## src/lss_pkg.sv

```systemverilog
`default_nettype none

package lss_pkg;

  // Default sizes of the stack.
  localparam int unsigned DEPTH_DEF      = 16;
  localparam int unsigned DATA_WIDTH_DEF = 32;

  // Fixed field widths of the stream items.
  localparam int unsigned CMD_W     = 2;
  localparam int unsigned OPERAND_W = 32;
  localparam int unsigned OUTCOME_W = 2;
  localparam int unsigned ITEM_W    = 32;
  localparam int unsigned POS_W     = 5;

  localparam int unsigned S_TDATA_W = 32;
  localparam int unsigned M_TDATA_W = 48;

  // Command codes.
  localparam logic [CMD_W-1:0] CMD_PUSH   = 2'd0;
  localparam logic [CMD_W-1:0] CMD_POP    = 2'd1;
  localparam logic [CMD_W-1:0] CMD_SEARCH = 2'd2;

  // Outcome codes.
  localparam logic [OUTCOME_W-1:0] OUT_OK    = 2'd0;
  localparam logic [OUTCOME_W-1:0] OUT_EMPTY = 2'd1;
  localparam logic [OUTCOME_W-1:0] OUT_FULL  = 2'd2;
  localparam logic [OUTCOME_W-1:0] OUT_MISS  = 2'd3;

  // Control broadcast to every cell of the chain.
  typedef struct packed {
    logic push;   // take the word of the neighbor above
    logic pop;    // take the word of the neighbor below
    logic load;   // capture the compare result
    logic shift;  // take the match bit of the neighbor below
  } cell_ctrl_t;

endpackage

`default_nettype wire

```

## src/lss_cell.sv

```systemverilog
`default_nettype none

module lss_cell #(
  parameter int unsigned DATA_WIDTH = lss_pkg::DATA_WIDTH_DEF
) (
  input  logic                  clk_i,
  input  logic                  rst_ni,
  input  lss_pkg::cell_ctrl_t   ctrl_i,
  input  logic [DATA_WIDTH-1:0] word_above_i,
  input  logic [DATA_WIDTH-1:0] word_below_i,
  input  logic [DATA_WIDTH-1:0] key_i,
  input  logic                  match_below_i,
  output logic [DATA_WIDTH-1:0] word_o,
  output logic                  match_o
);
  import lss_pkg::*;

  logic [DATA_WIDTH-1:0] word_q, word_d;
  logic                  match_q, match_d;

  always_comb begin
    word_d = word_q;
    if (ctrl_i.push) begin
      word_d = word_above_i;
    end else if (ctrl_i.pop) begin
      word_d = word_below_i;
    end
  end

  always_comb begin
    match_d = match_q;
    if (ctrl_i.load) begin
      match_d = (word_q == key_i);
    end else if (ctrl_i.shift) begin
      match_d = match_below_i;
    end
  end

  // The stored word is payload and needs no reset.
  always_ff @(posedge clk_i) begin
    word_q <= word_d;
  end

  always_ff @(posedge clk_i or negedge rst_ni) begin
    if (!rst_ni) begin
      match_q <= 1'b0;
    end else begin
      match_q <= match_d;
    end
  end

  assign word_o  = word_q;
  assign match_o = match_q;

endmodule

`default_nettype wire

```

## src/lifo_stack_with_search.sv

```systemverilog
`default_nettype none

// LIFO stack of DEPTH signed words built as a chain of cells, cell 0 holding
// the top. Each input item is one command (tuser: push, pop or search) with
// its operand in tdata, and each gives exactly one result item. Push and pop
// shift the whole chain by one cell. A search compares every cell with the
// operand at once and then shifts the match bits toward the top one cell per
// cycle until the first hit reaches cell 0 or every filled cell has been
// scanned; no new item is taken meanwhile. A search on an empty stack answers
// without a scan. The result sits in an output register. The next item is
// taken at once when no result waits, or in the cycle in which the waiting
// result is taken, as long as no search is still scanning.
module lifo_stack_with_search #(
  parameter int unsigned DEPTH      = lss_pkg::DEPTH_DEF,
  parameter int unsigned DATA_WIDTH = lss_pkg::DATA_WIDTH_DEF
) (
  input  logic                              clk_i,
  input  logic                              rst_ni,
  input  logic                              s_axis_tvalid_i,
  output logic                              s_axis_tready_o,
  // [31:0] operand
  input  logic [lss_pkg::S_TDATA_W-1:0]     s_axis_tdata_i,
  // [1:0] command
  input  logic [lss_pkg::CMD_W-1:0]         s_axis_tuser_i,
  output logic                              m_axis_tvalid_o,
  input  logic                              m_axis_tready_i,
  // [31:0] item_out, [36:32] found_at, [41:37] fill_level, [47:42] zero
  output logic [lss_pkg::M_TDATA_W-1:0]     m_axis_tdata_o,
  // [1:0] outcome
  output logic [lss_pkg::OUTCOME_W-1:0]     m_axis_tuser_o
);
  import lss_pkg::*;

  localparam int unsigned FILL_W = $clog2(DEPTH + 1);

  localparam logic ST_IDLE = 1'b0;
  localparam logic ST_SCAN = 1'b1;

  logic                  state_q, state_d;
  logic [FILL_W-1:0]     fill_q, fill_d;
  logic [FILL_W-1:0]     cnt_q, cnt_d;
  logic [FILL_W-1:0]     cnt_inc;
  cell_ctrl_t            ctrl;

  logic [DATA_WIDTH-1:0] word_w  [DEPTH];
  logic                  match_w [DEPTH];
  logic [DATA_WIDTH-1:0] key;

  logic                  accept;
  logic                  out_free;
  logic                  full;
  logic                  empty;

  logic                  res_set;
  logic [OUTCOME_W-1:0]  res_outcome;
  logic [ITEM_W-1:0]     res_item;
  logic [POS_W-1:0]      res_pos;

  logic                  out_valid_q, out_valid_d;
  logic [OUTCOME_W-1:0]  outcome_q;
  logic [ITEM_W-1:0]     item_q;
  logic [POS_W-1:0]      pos_q;
  logic [POS_W-1:0]      level_q;

  assign key      = DATA_WIDTH'($signed(s_axis_tdata_i[OPERAND_W-1:0]));
  assign out_free = !out_valid_q || m_axis_tready_i;
  assign s_axis_tready_o = (state_q == ST_IDLE) && out_free;
  assign accept   = s_axis_tvalid_i && s_axis_tready_o;
  assign full     = (fill_q == FILL_W'(DEPTH));
  assign empty    = (fill_q == '0);
  assign cnt_inc  = cnt_q + FILL_W'(1);

  for (genvar i = 0; i < DEPTH; i++) begin : g_cell
    logic [DATA_WIDTH-1:0] above;
    logic [DATA_WIDTH-1:0] below;
    logic                  mbelow;

    if (i == 0) begin : g_top
      assign above = key;
    end else begin : g_mid
      assign above = word_w[i-1];
    end

    if (i == DEPTH - 1) begin : g_bottom
      assign below  = word_w[i];
      assign mbelow = 1'b0;
    end else begin : g_inner
      assign below  = word_w[i+1];
      assign mbelow = match_w[i+1];
    end

    lss_cell #(
      .DATA_WIDTH (DATA_WIDTH)
    ) u_cell (
      .clk_i         (clk_i),
      .rst_ni        (rst_ni),
      .ctrl_i        (ctrl),
      .word_above_i  (above),
      .word_below_i  (below),
      .key_i         (key),
      .match_below_i (mbelow),
      .word_o        (word_w[i]),
      .match_o       (match_w[i])
    );
  end

  always_comb begin
    ctrl        = '0;
    state_d     = state_q;
    fill_d      = fill_q;
    cnt_d       = cnt_q;
    res_set     = 1'b0;
    res_outcome = OUT_OK;
    res_item    = '0;
    res_pos     = '0;

    case (state_q)
      ST_IDLE: begin
        if (accept) begin
          case (s_axis_tuser_i)
            CMD_PUSH: begin
              res_set = 1'b1;
              if (full) begin
                res_outcome = OUT_FULL;
              end else begin
                ctrl.push = 1'b1;
                fill_d    = fill_q + FILL_W'(1);
              end
            end
            CMD_POP: begin
              res_set = 1'b1;
              if (empty) begin
                res_outcome = OUT_EMPTY;
              end else begin
                ctrl.pop = 1'b1;
                fill_d   = fill_q - FILL_W'(1);
                res_item = ITEM_W'(word_w[0]);
              end
            end
            CMD_SEARCH: begin
              if (empty) begin
                res_set     = 1'b1;
                res_outcome = OUT_EMPTY;
              end else begin
                ctrl.load = 1'b1;
                cnt_d     = '0;
                state_d   = ST_SCAN;
              end
            end
            default: begin
              res_set = 1'b1;
            end
          endcase
        end
      end
      ST_SCAN: begin
        // Cell 0 now holds the match bit of stack position cnt_q.
        if (match_w[0]) begin
          res_set = 1'b1;
          res_pos = POS_W'(cnt_inc);
          state_d = ST_IDLE;
        end else if (cnt_inc == fill_q) begin
          res_set     = 1'b1;
          res_outcome = OUT_MISS;
          state_d     = ST_IDLE;
        end else begin
          ctrl.shift = 1'b1;
          cnt_d      = cnt_inc;
        end
      end
      default: begin
        state_d = ST_IDLE;
      end
    endcase
  end

  always_comb begin
    out_valid_d = out_valid_q;
    if (res_set) begin
      out_valid_d = 1'b1;
    end else if (m_axis_tready_i) begin
      out_valid_d = 1'b0;
    end
  end

  always_ff @(posedge clk_i or negedge rst_ni) begin
    if (!rst_ni) begin
      state_q     <= ST_IDLE;
      fill_q      <= '0;
      cnt_q       <= '0;
      out_valid_q <= 1'b0;
    end else begin
      state_q     <= state_d;
      fill_q      <= fill_d;
      cnt_q       <= cnt_d;
      out_valid_q <= out_valid_d;
    end
  end

  always_ff @(posedge clk_i) begin
    if (res_set) begin
      outcome_q <= res_outcome;
      item_q    <= res_item;
      pos_q     <= res_pos;
      level_q   <= POS_W'(fill_d);
    end
  end

  assign m_axis_tvalid_o = out_valid_q;
  assign m_axis_tuser_o  = outcome_q;
  assign m_axis_tdata_o  = {(M_TDATA_W - ITEM_W - 2 * POS_W)'(0), level_q, pos_q, item_q};

endmodule

`default_nettype wire

```

## config.mk

```make
export PLATFORM = sky130hd
export DESIGN_NAME = lifo_stack_with_search
export DESIGN_NICKNAME = d
export VERILOG_FILES = /design/src/lss_pkg.sv /design/src/lss_cell.sv /design/src/lifo_stack_with_search.sv
export SDC_FILE = /design/constraint.sdc
export NUM_CORES = 1
export LEC_CHECK = 0
export BUFFER_PORTS_ARGS = -buffer_cell sky130_fd_sc_hd__buf_4
export CORE_MARGIN = 10
export CORE_UTILIZATION = 30
export DETAILED_ROUTE_END_ITERATION = 8
export GPL_TIMING_DRIVEN = 0
export HOLD_SLACK_MARGIN = 0.03
export PLACE_DENSITY = 0.47
export SKIP_CTS_REPAIR_TIMING = 1
export SYNTH_ARGS = -nofsm -noshare
export SYNTH_HDL_FRONTEND = slang
export SYNTH_SLANG_ARGS = --single-unit
```

## constraint.sdc

```tcl
create_clock -name clk_i -period 10.8 [get_ports clk_i]
set_input_delay 1.62 -clock clk_i [delete_from_list [all_inputs] [get_ports clk_i]]
set_output_delay 1.62 -clock clk_i [all_outputs]
set_load 0.03 [all_outputs]
```

* Yosys cells after proc, flatten, opt, wreduce, memory -nomap -nowiden *
Cells that the tools add are included.

word-level totals
  latch bits = 0
  register bits after elaboration = 584
  bits of input ports = 38
  bits in read-only memories = 0
  memories = 0
  logic and storage cells = 184
  bits in writable memories = 0

cells by class
  reduce and logical (&&, ||, !) cells = 13
  muxes and demuxes = 100
  bitwise gates (word level) = 3
  order comparisons = 0
  equal/unequal tests = 25
  $add $sub $neg = 3
  multiply operators = 0
  divide/modulo/power cells = 0
  shift operators = 0

operators with widths
  operator                                               number
  two-way mux 32 bit                                     30
  equality test 32 bit                                   16
  two-way mux 1 bit                                      49
  two-way mux 5 bit                                      9
  case mux 5 bit (2 select lines)                        2
  adder 5 x 1 -> 5 bit, second input constant            2
  two-way mux 2 bit                                      4
  inequality test 2 bit, second input constant           4
  case mux 2 bit (2 select lines)                        2
  two-way mux 3 bit                                      2
  nonzero test 2 bit                                     3
  equality test 5 bit                                    1
  equality test 5 bit, second input constant             1
  zero test 5 bit                                        1
  AND reduction 5 bit                                    1
  subtractor 5 x 1 -> 5 bit, second input constant       1
  case mux 1 bit (2 select lines)                        2
  OR reduction 4 bit                                     1
  inverter 1 bit                                         3
  equality test 2 x 1 -> 1 bit, second input constant    1
  equality test 2 bit, second input constant             1
  logical AND 1 bit                                      2
  zero test 2 bit                                        1
  inequality test 2 x 1 -> 1 bit, second input constant  1
  4 further kinds                                        4

* Logic depth before layout (Yosys ltp) *
Gate-level depths: netlist of run 1.

  depth in word-level cells = 8
  depth in mapped cells = 9

* Cells and area by module *
From an unflattened synthesis of run 1, not the netlist that was laid out.

unflattened totals
  cells, all modules = 2,072
  area, all modules = 30,454.2 µm²

modules (own cells, without submodules)
  module                  cells an instance  instances  area each (µm²)
  lss_cell                116                16         1,740.4
  lifo_stack_with_search  216                1          2,607.5

* Worst setup path before layout of run 1 *
No wires, ideal clock.

  kind = input port to flip-flop
  from = in s_axis_tuser_i[0] in the netlist's numbering
  to = reg g_cell[0].u_cell.word_q[0] (enable)
  arrival time = 8.988 ns
  setup time = 0.647 ns
  setup slack = 1.165 ns
  cell stages on the path = 8
  cells stage by stage = inv_1 -> ha_1 -> clkbuf_1 -> nand2_1 -> nor2_1 -> buf_2 -> buf_2 -> or2_2

RTL lines
  item                  RTL line                      source
  start, declared       lifo_stack_with_search.sv:24  input logic [lss_pkg::CMD_W-1:0] s_axis_tuser_i,
  end signal, assigned  lss_cell.sv:41                word_q <= word_d;
  end, declared         lss_cell.sv:18                logic [DATA_WIDTH-1:0] word_q, word_d;

==> impl_results.md, run 1 <==
* Outcome: completed
* Via-to-Cell Ratio at 4.98
* Mean Syn Cell Area at ~15 um^2
* Post-synth top area share at 0.553
* CTS root buf: clkbuf_16
* Die height at 337 um
* Site Rows at 116
* Synth Area in Adders at 0.00290
* Bufs on Longest Clock Path at 3
* CP Launch Type: input pin
* Antenna Nets Post-Route at 0
* Dominant cell type by area after synthesis: edfxtp_1
* Crit. End Element: flip-flop
* Critical setup path kind: input pin to flip-flop
* CTS tree: built
* Final core occ at 0.346
* Mux cell area share after synthesis at 0.179
* Overall power at between 6 and 7 mW
* DR vias at 17700
* Slew @ Worst Pin at 1.28 ns
* Core area at 100000 um^2
* Xor/xnor cell area share of the yosys netlist at 0.152
* Slowest CP cell: buf_2
* DP Worst Slack at ~3.5 ns
* Number of buffers inserted by port buffering at 51
* Post-synth EDFFs at between 500 and 600
* WL final at 101 mm
* Setup violations, final at 0
* Post-Route Skew at 0.0188 ns
* Largest cells by area after synthesis: edfxtp_1 (55%), mux2_2 (18%), xnor2_1 (14%)
* Area growth from synthesis to layout at 14.7%
* Rel. slew slack at 0.147
* Initial Util at 0.302
* Non-filler instance count after layout at 3544
* Synth unique cells at 48
* Final setup margin at 4.16 ns
* Clk Latency, worst-skew pair at 0.62 ns
* Final Critical Period at 6.64 ns
* Most frequent cells in the layout: edfxtp_1 (556), xnor2_1 (482), mux2_2 (480), nand4_1 (123), buf_2 (89)
* Max cap viols at 0
* Synthesized instance count at slightly above 2000
* CTS sink cnt at 584
* Ratio of cells with drive above 1 in the final layout at 0.331
* Clock-pin slew on the worst setup and hold paths at ~0.06 ns
* Routability Congestion at 0.878
* Crit-path cells: buf_4, inv_1, ha_1, clkbuf_1, nand2_1, nor2_2, buf_2, buf_2, or2_4, buf_16, buf_16, buf_16, buf_16
* H-tree Lvls at 3
* Unrepaired setup endpoints after global routing: no
* Largest net degree at the start of global routing at 65
* Post-synthesis sequential area ratio at 0.576
* R2R setup slack at around 4.7 ns
* Cts bufs inserted at 70
* Leakage power at roughly 9.7 nW
* Post-Synth Simple-Gate Area at 0.0484
* Initial antenna violation count at 4
* Vias in the first global route at 18200
* GRT Residual Overflow at 0
* Final Hold Fails at 0
* Total track usage at 0.175
* Initial DRC count at 1480
* IO Count at 90
* Hpwl dp at 81.1 mm
* Worst min path class: flip-flop to flip-flop
* Cell Pwr Density at ~190 nW/um^2
* Max VDD drop at about 90 uV
* Die width at 337 um
* Syn. warnings at 0
* Post-synthesis cell area at approximately 30000 um^2
* DP Cell Count at 3416
* Crit path top cell by count: buf_16
* Flops & latches, synth at 584
* Fmax at approximately 150 MHz
* Pins Over Slew Limit at 0
* Crit path DAT at slightly below 7 ns
* CP max FO at between 60 and 70
* Fin crit share at 0.615
* CP max stage delay at 0.93 ns
* WL per Instance at roughly 28 um
* NumNets Final at 2235
* Largest family of logic cells by synthesized area: multiplexers
* Synth Flop Type: edfxtp_1
* Compound-cell area share of the yosys netlist at 0.0175
* Delay-heaviest family, CP: buffers and inverters
* First-pass GRT wire length at 141 mm
* WP buf/inv at 9
* Commonest non-fill, non-tap cell in the layout: edfxtp_1
* DR DRC count at 0
* CP required at ~11 ns
* Die area at between 100000 and 150000 um^2
* First-pass iteration count of the detailed router at 5
* Synth async-reset ratio at 0.0479
-- final timing paths --
check | start | to | depth (start not counted)
setup / recovery | s_axis_tuser_i[0] | g_cell[12].u_cell.word_o[15]$_DFFE_PP_ | 13
min in group asynchronous | rst_ni | fill_q[0]$_DFF_PN0_ | 1
setup reg to reg | fill_q[1]$_DFF_PN0_ | g_cell[12].u_cell.word_o[15]$_DFFE_PP_ | 13
hold reg to reg | g_cell[14].u_cell.word_o[21]$_DFFE_PP_ | g_cell[15].u_cell.word_o[21]$_DFFE_PP_ | 0
max in group asynchronous | rst_ni | g_cell[11].u_cell.match_o$_DFFE_PN0P_ | 1
hold / removal | g_cell[14].u_cell.word_o[21]$_DFFE_PP_ | g_cell[15].u_cell.word_o[21]$_DFFE_PP_ | 0
-- report_power, final --
part | internal, mW | total, mW | switching [mW]
registers | 2.82 | 3.01 | 0.182
logic | 0.510 | 1.32 | 0.806
clock network | 1.32 | 2.28 | 0.963
total | 4.65 | 6.61 | 1.95
-- layout make-up --
type                            count  area, um^2
Fill cell                        9684       65400
Clock inverter                     32         235
Tap cell                         1298        1620
Antenna cell                        3        7.51
Buffer                            142         674
Clock buffer                       93        1920
Inverter                           11        41.3
Timing Repair Buffer               60         616
Sequential cell                   584       17400
Multi-Input combinational cell   1321       12100
-- routing by layer --
metal | wire (um) | up-vias | global-route usage
li1 | - | 7963 | -
met1 | 45100 | 9016 | 0.232
met2 | 46900 | 538 | 0.281
met3 | 4110 | 147 | 0.0230
met4 | 4970 | 0 | 0.0794
met5 | 0 | - | 0
-- worst reg2reg max path, stage by stage (launching register included) --
cell	delay, ns
dfrtp_1	0.35
clkbuf_1	0.38
inv_1	0.11
ha_1	0.24
nand4bb_1	0.16
nand2_1	0.12
nor2_2	0.73
buf_2	0.40
buf_2	0.93
or2_4	0.82
buf_16	0.37
buf_16	0.37
buf_16	0.34
buf_16	0.35
-- synth_stat cells, types with 2 or more instances --
| master | count |
|---|---|
| nand2b_1 | 5 |
| a31oi_1 | 2 |
| edfxtp_1 | 556 |
| xnor2_1 | 482 |
| and3_1 | 33 |
| nand3_1 | 12 |
| xor2_1 | 36 |
| o31ai_1 | 4 |
| mux2_2 | 480 |
| o211ai_1 | 2 |
| and2_1 | 3 |
| buf_2 | 89 |
| xnor3_1 | 2 |
| nor2_1 | 12 |
| a21o_1 | 14 |
| nor3_1 | 3 |
| clkbuf_1 | 46 |
| o221ai_1 | 2 |
| nand4_1 | 123 |
| a32o_1 | 2 |
| o221a_1 | 9 |
| o221a_2 | 5 |
| dfrtp_1 | 28 |
| inv_1 | 11 |
| o21ai_0 | 8 |
| nand2_1 | 9 |
| ha_1 | 7 |
| nor4_1 | 38 |
| buf_4 | 6 |
| a21oi_1 | 6 |
-- logic make-up (layout without fill, tap and decap cells) --
family | Yosys count | after routing
other | 1 | 9
xor gates and xnor gates | 520 | 520
muxes | 481 | 481
and+or+nand+nor | 243 | 243
buffers and inverters | 153 | 338
DFF | 584 | 584
adders and majority gates | 7 | 7
AOI/OAI and AO/OA | 64 | 64
-- registers in the layout (all words and copies together), names as in the netlist --
name and cells:
m_axis_tvalid_o 1, level_q 5, m_axis_tuser_o 2, item_q 32, fill_q 5, g_cell.u_cell.match_o 16
pos_q 5, cnt_q 5, state_q 1, g_cell.u_cell.word_o 512
-- through the flow --
stage	area (um^2)	setup TNS [ns]	hold WS, ns
5_1_grt	34600	0	0.516
2_1_floorplan	30200	0	0.468
3_3_place_gp	32200	-1790.30	0.474
4_1_cts	34600	0	0.498
6_report	34600	0	0.496
3_5_place_dp	32500	0	0.485
Power figures use the tool's default switching activity.
==> run 2: changes to the inputs <==
==> constraint.sdc (replaced) <==
create_clock -name clk_i -period 6.63 [get_ports clk_i]
set_input_delay 0.9945 -clock clk_i [delete_from_list [all_inputs] [get_ports clk_i]]
set_output_delay 0.9945 -clock clk_i [all_outputs]
set_load 0.03 [all_outputs]
==> impl_results.md, run 2 (synthesis gave the netlist of run 1 again) <==
* Via-to-Cell Ratio at 5.00
* Outcome: completed
* Crit. End Element: flip-flop
* Clock-pin slew on the worst setup and hold paths at 0.06 ns
* Final core occ at 0.346
* Site Rows at 116
* Routability Congestion at 0.897
* Core area at 100000 um^2
* Reg-to-Reg Start: fill_q[1]$_DFF_PN0_
* FF-to-FF path depth at 13
* GRT Residual Overflow at 0
* Cell Pwr Density at 311 nW/um^2
* Hpwl dp at between 80 and 90 mm
* Largest net degree at the start of global routing at between 60 and 70
* Crit-path cells: clkbuf_1, inv_1, ha_1, nand4bb_1, nand2_1, nor2_1, buf_2, buf_2, or2_4, buf_16, buf_16, buf_16, buf_16
* Ratio of cells with drive above 1 in the final layout at 0.331
* Final setup margin at 1.19 ns
* Setup violations, final at 0
* Register Area at 17400 um^2
* Fin crit share at 0.821
* Rel. slew slack at 0.117
* Max VDD drop at 149 uV
* Area growth from synthesis to layout at 14.8%
* Initial antenna violation count at 1
* Clk Latency, worst-skew pair at 0.61 ns
* IO Count at 90
* Bufs on Longest Clock Path at 3
* Fmax at 184 MHz
* Unrepaired setup endpoints after global routing: no
* Worst R2R End: g_cell[11].u_cell.word_o[18]$_DFFE_PP_
* Crit path top cell by count: buf_16
* WL per Instance at 28.9 um
* Total track usage at 0.177
* R2R setup slack at about 1.2 ns
* WL final at 103 mm
* DP Worst Slack at roughly 0.6 ns
* Critical setup path kind: flip-flop to flip-flop
* Initial Util at 0.302
* Pins Over Slew Limit at 0
* Initial DRC count at 1493
* NumNets Final at 2238
* CP required at 6.90 ns
* Post-Route Skew at roughly 0.018 ns
* CP max stage delay at approximately 0.94 ns
* Final Critical Period at roughly 5.4 ns
* Slowest CP cell: buf_2
* Commonest non-fill, non-tap cell in the layout: edfxtp_1
* DR vias at 17700
* Delay-heaviest family, CP: buffers and inverters
* CP Launch Type: flip-flop
* Crit path DAT at approximately 5.7 ns
* Die area at 114000 um^2
* H-tree Lvls at 3
* First-pass iteration count of the detailed router at 5
* Max cap viols at 0
* CTS root buf: clkbuf_16
* Cts bufs inserted at 71
* Antenna Nets Post-Route at 0
* WP buf/inv at 8
* First-pass GRT wire length at 143 mm
* Die width at between 300 and 400 um
* Number of buffers inserted by port buffering at 51
* Fillers at a little under 10000
* Leakage power at between 9 and 10 nW
* Slew @ Worst Pin at roughly 1.3 ns
* Vias in the first global route at around 18000
* CTS sink cnt at 584
* Most frequent cells in the layout: edfxtp_1 (556), xnor2_1 (482), mux2_2 (480), nand4_1 (123), buf_2 (89)
* Multi-input gate area at 12100 um^2
* Max reg flops at approximately 510
* Final Hold Fails at 0
* Die height at between 300 and 400 um
* Worst min path class: input pin to asynchronous set/reset pin
* CP max FO at 64
* DR DRC count at 0
* CTS tree: built
## run 2: changes by cell type in the layout (fill, tap and decap cells not counted), sizes merged
| cell | change |
|---|---|
| buf | +2 |
| diode | -2 |
| clkbuf | +1 |
| clkinv | -1 |
| clkinvlp | +1 |
## run 2: routing by layer
| layer | wire length (um) | track usage | up-vias |
|---|---|---|---|
| li1 | - | - | 7975 |
| met1 | 46200 | 0.236 | 9096 |
| met2 | 47300 | 0.281 | 493 |
| met3 | 3570 | 0.0205 | 162 |
| met4 | 5490 | 0.0882 | 0 |
| met5 | 0 | 0 | - |
## run 2: worst max-delay path by stage
stage	end	slack, ns	cells past startpoint	startpoint
after floorplan	g_cell[0].u_cell.word_o[0]$_DFFE_PP_	0.07	8	s_axis_tuser_i[0]
after global placement	g_cell[14].u_cell.word_o[19]$_DFFE_PP_	-3.72	9	s_axis_tuser_i[0]
after detailed placement	g_cell[14].u_cell.word_o[18]$_DFFE_PP_	0.59	13	s_axis_tuser_i[0]
after CTS	g_cell[13].u_cell.word_o[18]$_DFFE_PP_	1.09	13	fill_q[1]$_DFF_PN0_
after global routing	g_cell[10].u_cell.word_o[18]$_DFFE_PP_	0.81	13	fill_q[1]$_DFF_PN0_
final	g_cell[11].u_cell.word_o[18]$_DFFE_PP_	1.19	13	fill_q[1]$_DFF_PN0_
## run 2: power by group
group	switching [mW]	internal (mW)
sequential	0.301	4.60
clock	1.56	2.16
combinational	1.32	0.835
total	3.18	7.59
## run 2: metrics by stage
step	setup TNS, ns	instances	hold slack (ns)	power [mW]	area, um^2
after detailed placement	0	3418	0.484	7.15	32500
after global placement	-1743.33	3407	0.481	7.14	32200
after floorplan	0	2058	0.468	6.32	30200
after global routing	0	3544	0.332	11.2	34600
after CTS	0	3544	0.288	10.9	34600
final	0	3545	0.309	10.8	34600
## run 2: final cells by class
type                       count  share of cell area
timing repair buffer          62              0.0187
sequential                   584               0.502
clock buffer                  94              0.0556
tap                         1298              0.0469
buffer                       142              0.0195
clock inverter                32             0.00682
multi-input combinational   1321               0.349
inverter                      11             0.00119
antenna                        1           0.0000722
==> run 3: changes to the inputs <==
--- a/config.mk
+++ b/config.mk
@@ -11,7 +11,7 @@
 export DETAILED_ROUTE_END_ITERATION = 8
 export GPL_TIMING_DRIVEN = 0
 export HOLD_SLACK_MARGIN = 0.03
-export PLACE_DENSITY = 0.47
+export PLACE_DENSITY = 0.49
 export SKIP_CTS_REPAIR_TIMING = 1
 export SYNTH_ARGS = -nofsm -noshare
 export SYNTH_HDL_FRONTEND = slang
==> constraint.sdc (replaced) <==
create_clock -name clk_i -period 4.5 [get_ports clk_i]
set_input_delay 0.675 -clock clk_i [delete_from_list [all_inputs] [get_ports clk_i]]
set_output_delay 0.675 -clock clk_i [all_outputs]
set_load 0.03 [all_outputs]
==> impl_results.md, run 3 (synthesis gave the netlist of run 1 again) <==
* Outcome: completed
* Unrepaired setup endpoints after global routing: no
* DR DRC count at 0
* WL per Instance at 28.8 um
* Initial Util at 0.302
* Max cap viols at 0
* Initial antenna violation count at 10
* Delay-heaviest family, CP: buffers and inverters
* Hpwl dp at 81.3 mm
* H-tree Lvls at 3
* Final core occ at 0.346
* DP Cell Count at 3416
* First-pass GRT wire length at between 100 and 150 mm
* Final Critical Period at between 4 and 5 ns
* R2R setup slack at 0.30 ns
* Antenna Nets Post-Route at 0
* Most frequent cells in the layout: edfxtp_1 (556), xnor2_1 (482), mux2_2 (480), nand4_1 (123), buf_2 (86)
* CTS tree: built
* Slew @ Worst Pin at 1.03 ns
* CP Launch Type: flip-flop
* Worst min path class: input pin to flip-flop
* Routability Congestion at 0.877
* CP max FO at 66
* Core area at roughly 100000 um^2
* Cts bufs inserted at 70
* DP Worst Slack at -0.134 ns
* CTS root buf: clkbuf_16
* Max reg flops at between 500 and 600
* Crit path DAT at 4.50 ns
* WP buf/inv at 8
* Max VDD drop at 251 uV
* Crit. End Element: flip-flop
* First-pass iteration count of the detailed router at 5
* CTS sink cnt at 584
* GRT Residual Overflow at 0
* Die width at 337 um
* Setup TNS at 0 ns
* NumNets Final at about 2200
* Setup violations, final at 0
* Area growth from synthesis to layout at 14.7%
* Largest net degree at the start of global routing at 67
* Final setup margin at 0.296 ns
* Critical setup path kind: flip-flop to flip-flop
* WL final at 102 mm
* DR vias at around 18000
* Site Rows at 116
* Leakage power at 9.68 nW
* Die area at 114000 um^2
* Post-Route Skew at 0.0246 ns
* Die height at about 340 um
* Clk Latency, worst-skew pair at about 0.61 ns
* Rel. slew slack at 0.313
* Pins Over Slew Limit at 0
* Crit-path cells: clkbuf_2, inv_1, ha_1, nand4bb_1, nand2_4, nor2_4, buf_6, buf_12, or2_4, buf_16, buf_16, buf_16, buf_12
* Cell Pwr Density at 453 nW/um^2
* Non-filler instance count after layout at 3543
* IO Count at 90
* Crit path top cell by count: buf_16
* Bufs on Longest Clock Path at 3
* Slowest CP cell: nor2_4
* Ratio of cells with drive above 1 in the final layout at 0.333
* Vias in the first global route at 18400
* Fmax at 238 MHz
* CP max stage delay at 0.40 ns
* Overall power at 15.7 mW
* Fin crit share at 0.934
* Final Hold Fails at 0
* CP required at about 4.8 ns
* Via-to-Cell Ratio at roughly 5.1
* Commonest non-fill, non-tap cell in the layout: edfxtp_1
* Total track usage at 0.174
* Clock-pin slew on the worst setup and hold paths at 0.06 ns
* Number of buffers inserted by port buffering at 51
* Initial DRC count at between 1500 and 2000
[run 3: final cells by class]
cell class	count	area (um^2)
Fill cell	9661	65400
Sequential cell	584	17400
Multi-Input combinational cell	1323	12200
Clock buffer	95	1870
Tap cell	1298	1620
Buffer	142	709
Timing Repair Buffer	61	626
Clock inverter	27	200
Inverter	11	58.8
Antenna cell	2	5.00
[run 3: report_power, final]
part,leakage [nW],internal [mW],total (mW),switching [mW]
Sequential,4.66,6.78,7.23,0.449
Clock,1.01,3.02,5.30,2.28
Combinational,4.01,1.24,3.17,1.94
[run 3: worst paths after layout]
kind                                                   startpoint                                     end  cells past startpoint
max in group asynchronous                                  rst_ni   g_cell[12].u_cell.match_o$_DFFE_PN0P_                      2
setup reg to reg                              fill_q[1]$_DFF_PN0_  g_cell[14].u_cell.word_o[17]$_DFFE_PP_                     13
hold reg to reg            g_cell[14].u_cell.word_o[26]$_DFFE_PP_  g_cell[15].u_cell.word_o[26]$_DFFE_PP_                      0
min in group asynchronous                                  rst_ni                     fill_q[3]$_DFF_PN0_                      2
hold / removal                                    m_axis_tready_i             m_axis_tvalid_o$_DFFE_PN0P_                      3
setup / recovery                              fill_q[1]$_DFF_PN0_  g_cell[14].u_cell.word_o[17]$_DFFE_PP_                     13
[run 3: metal layers]
metal	GRT usage	share of wire	wire length, um
met5	0	0	0
met3	0.0195	0.040	4050
met1	0.235	0.45	45900
met2	0.284	0.47	47700
met4	0.0682	0.042	4240
[run 3: worst min-delay path, stage by stage]
cell and delay, ns:
buf_4 0.08, nand2b_1 0.20, nand3_1 0.09
[run 3: per-stage QoR]
stage | hold WS [ns] | instance area (um^2)
floorplan | 0.379 | 30300
global placement | 0.476 | 32300
detailed placement | 0.484 | 32500
CTS | -0.0235 | 34600
global route | 0.483 | 34600
finish | 0.480 | 34600
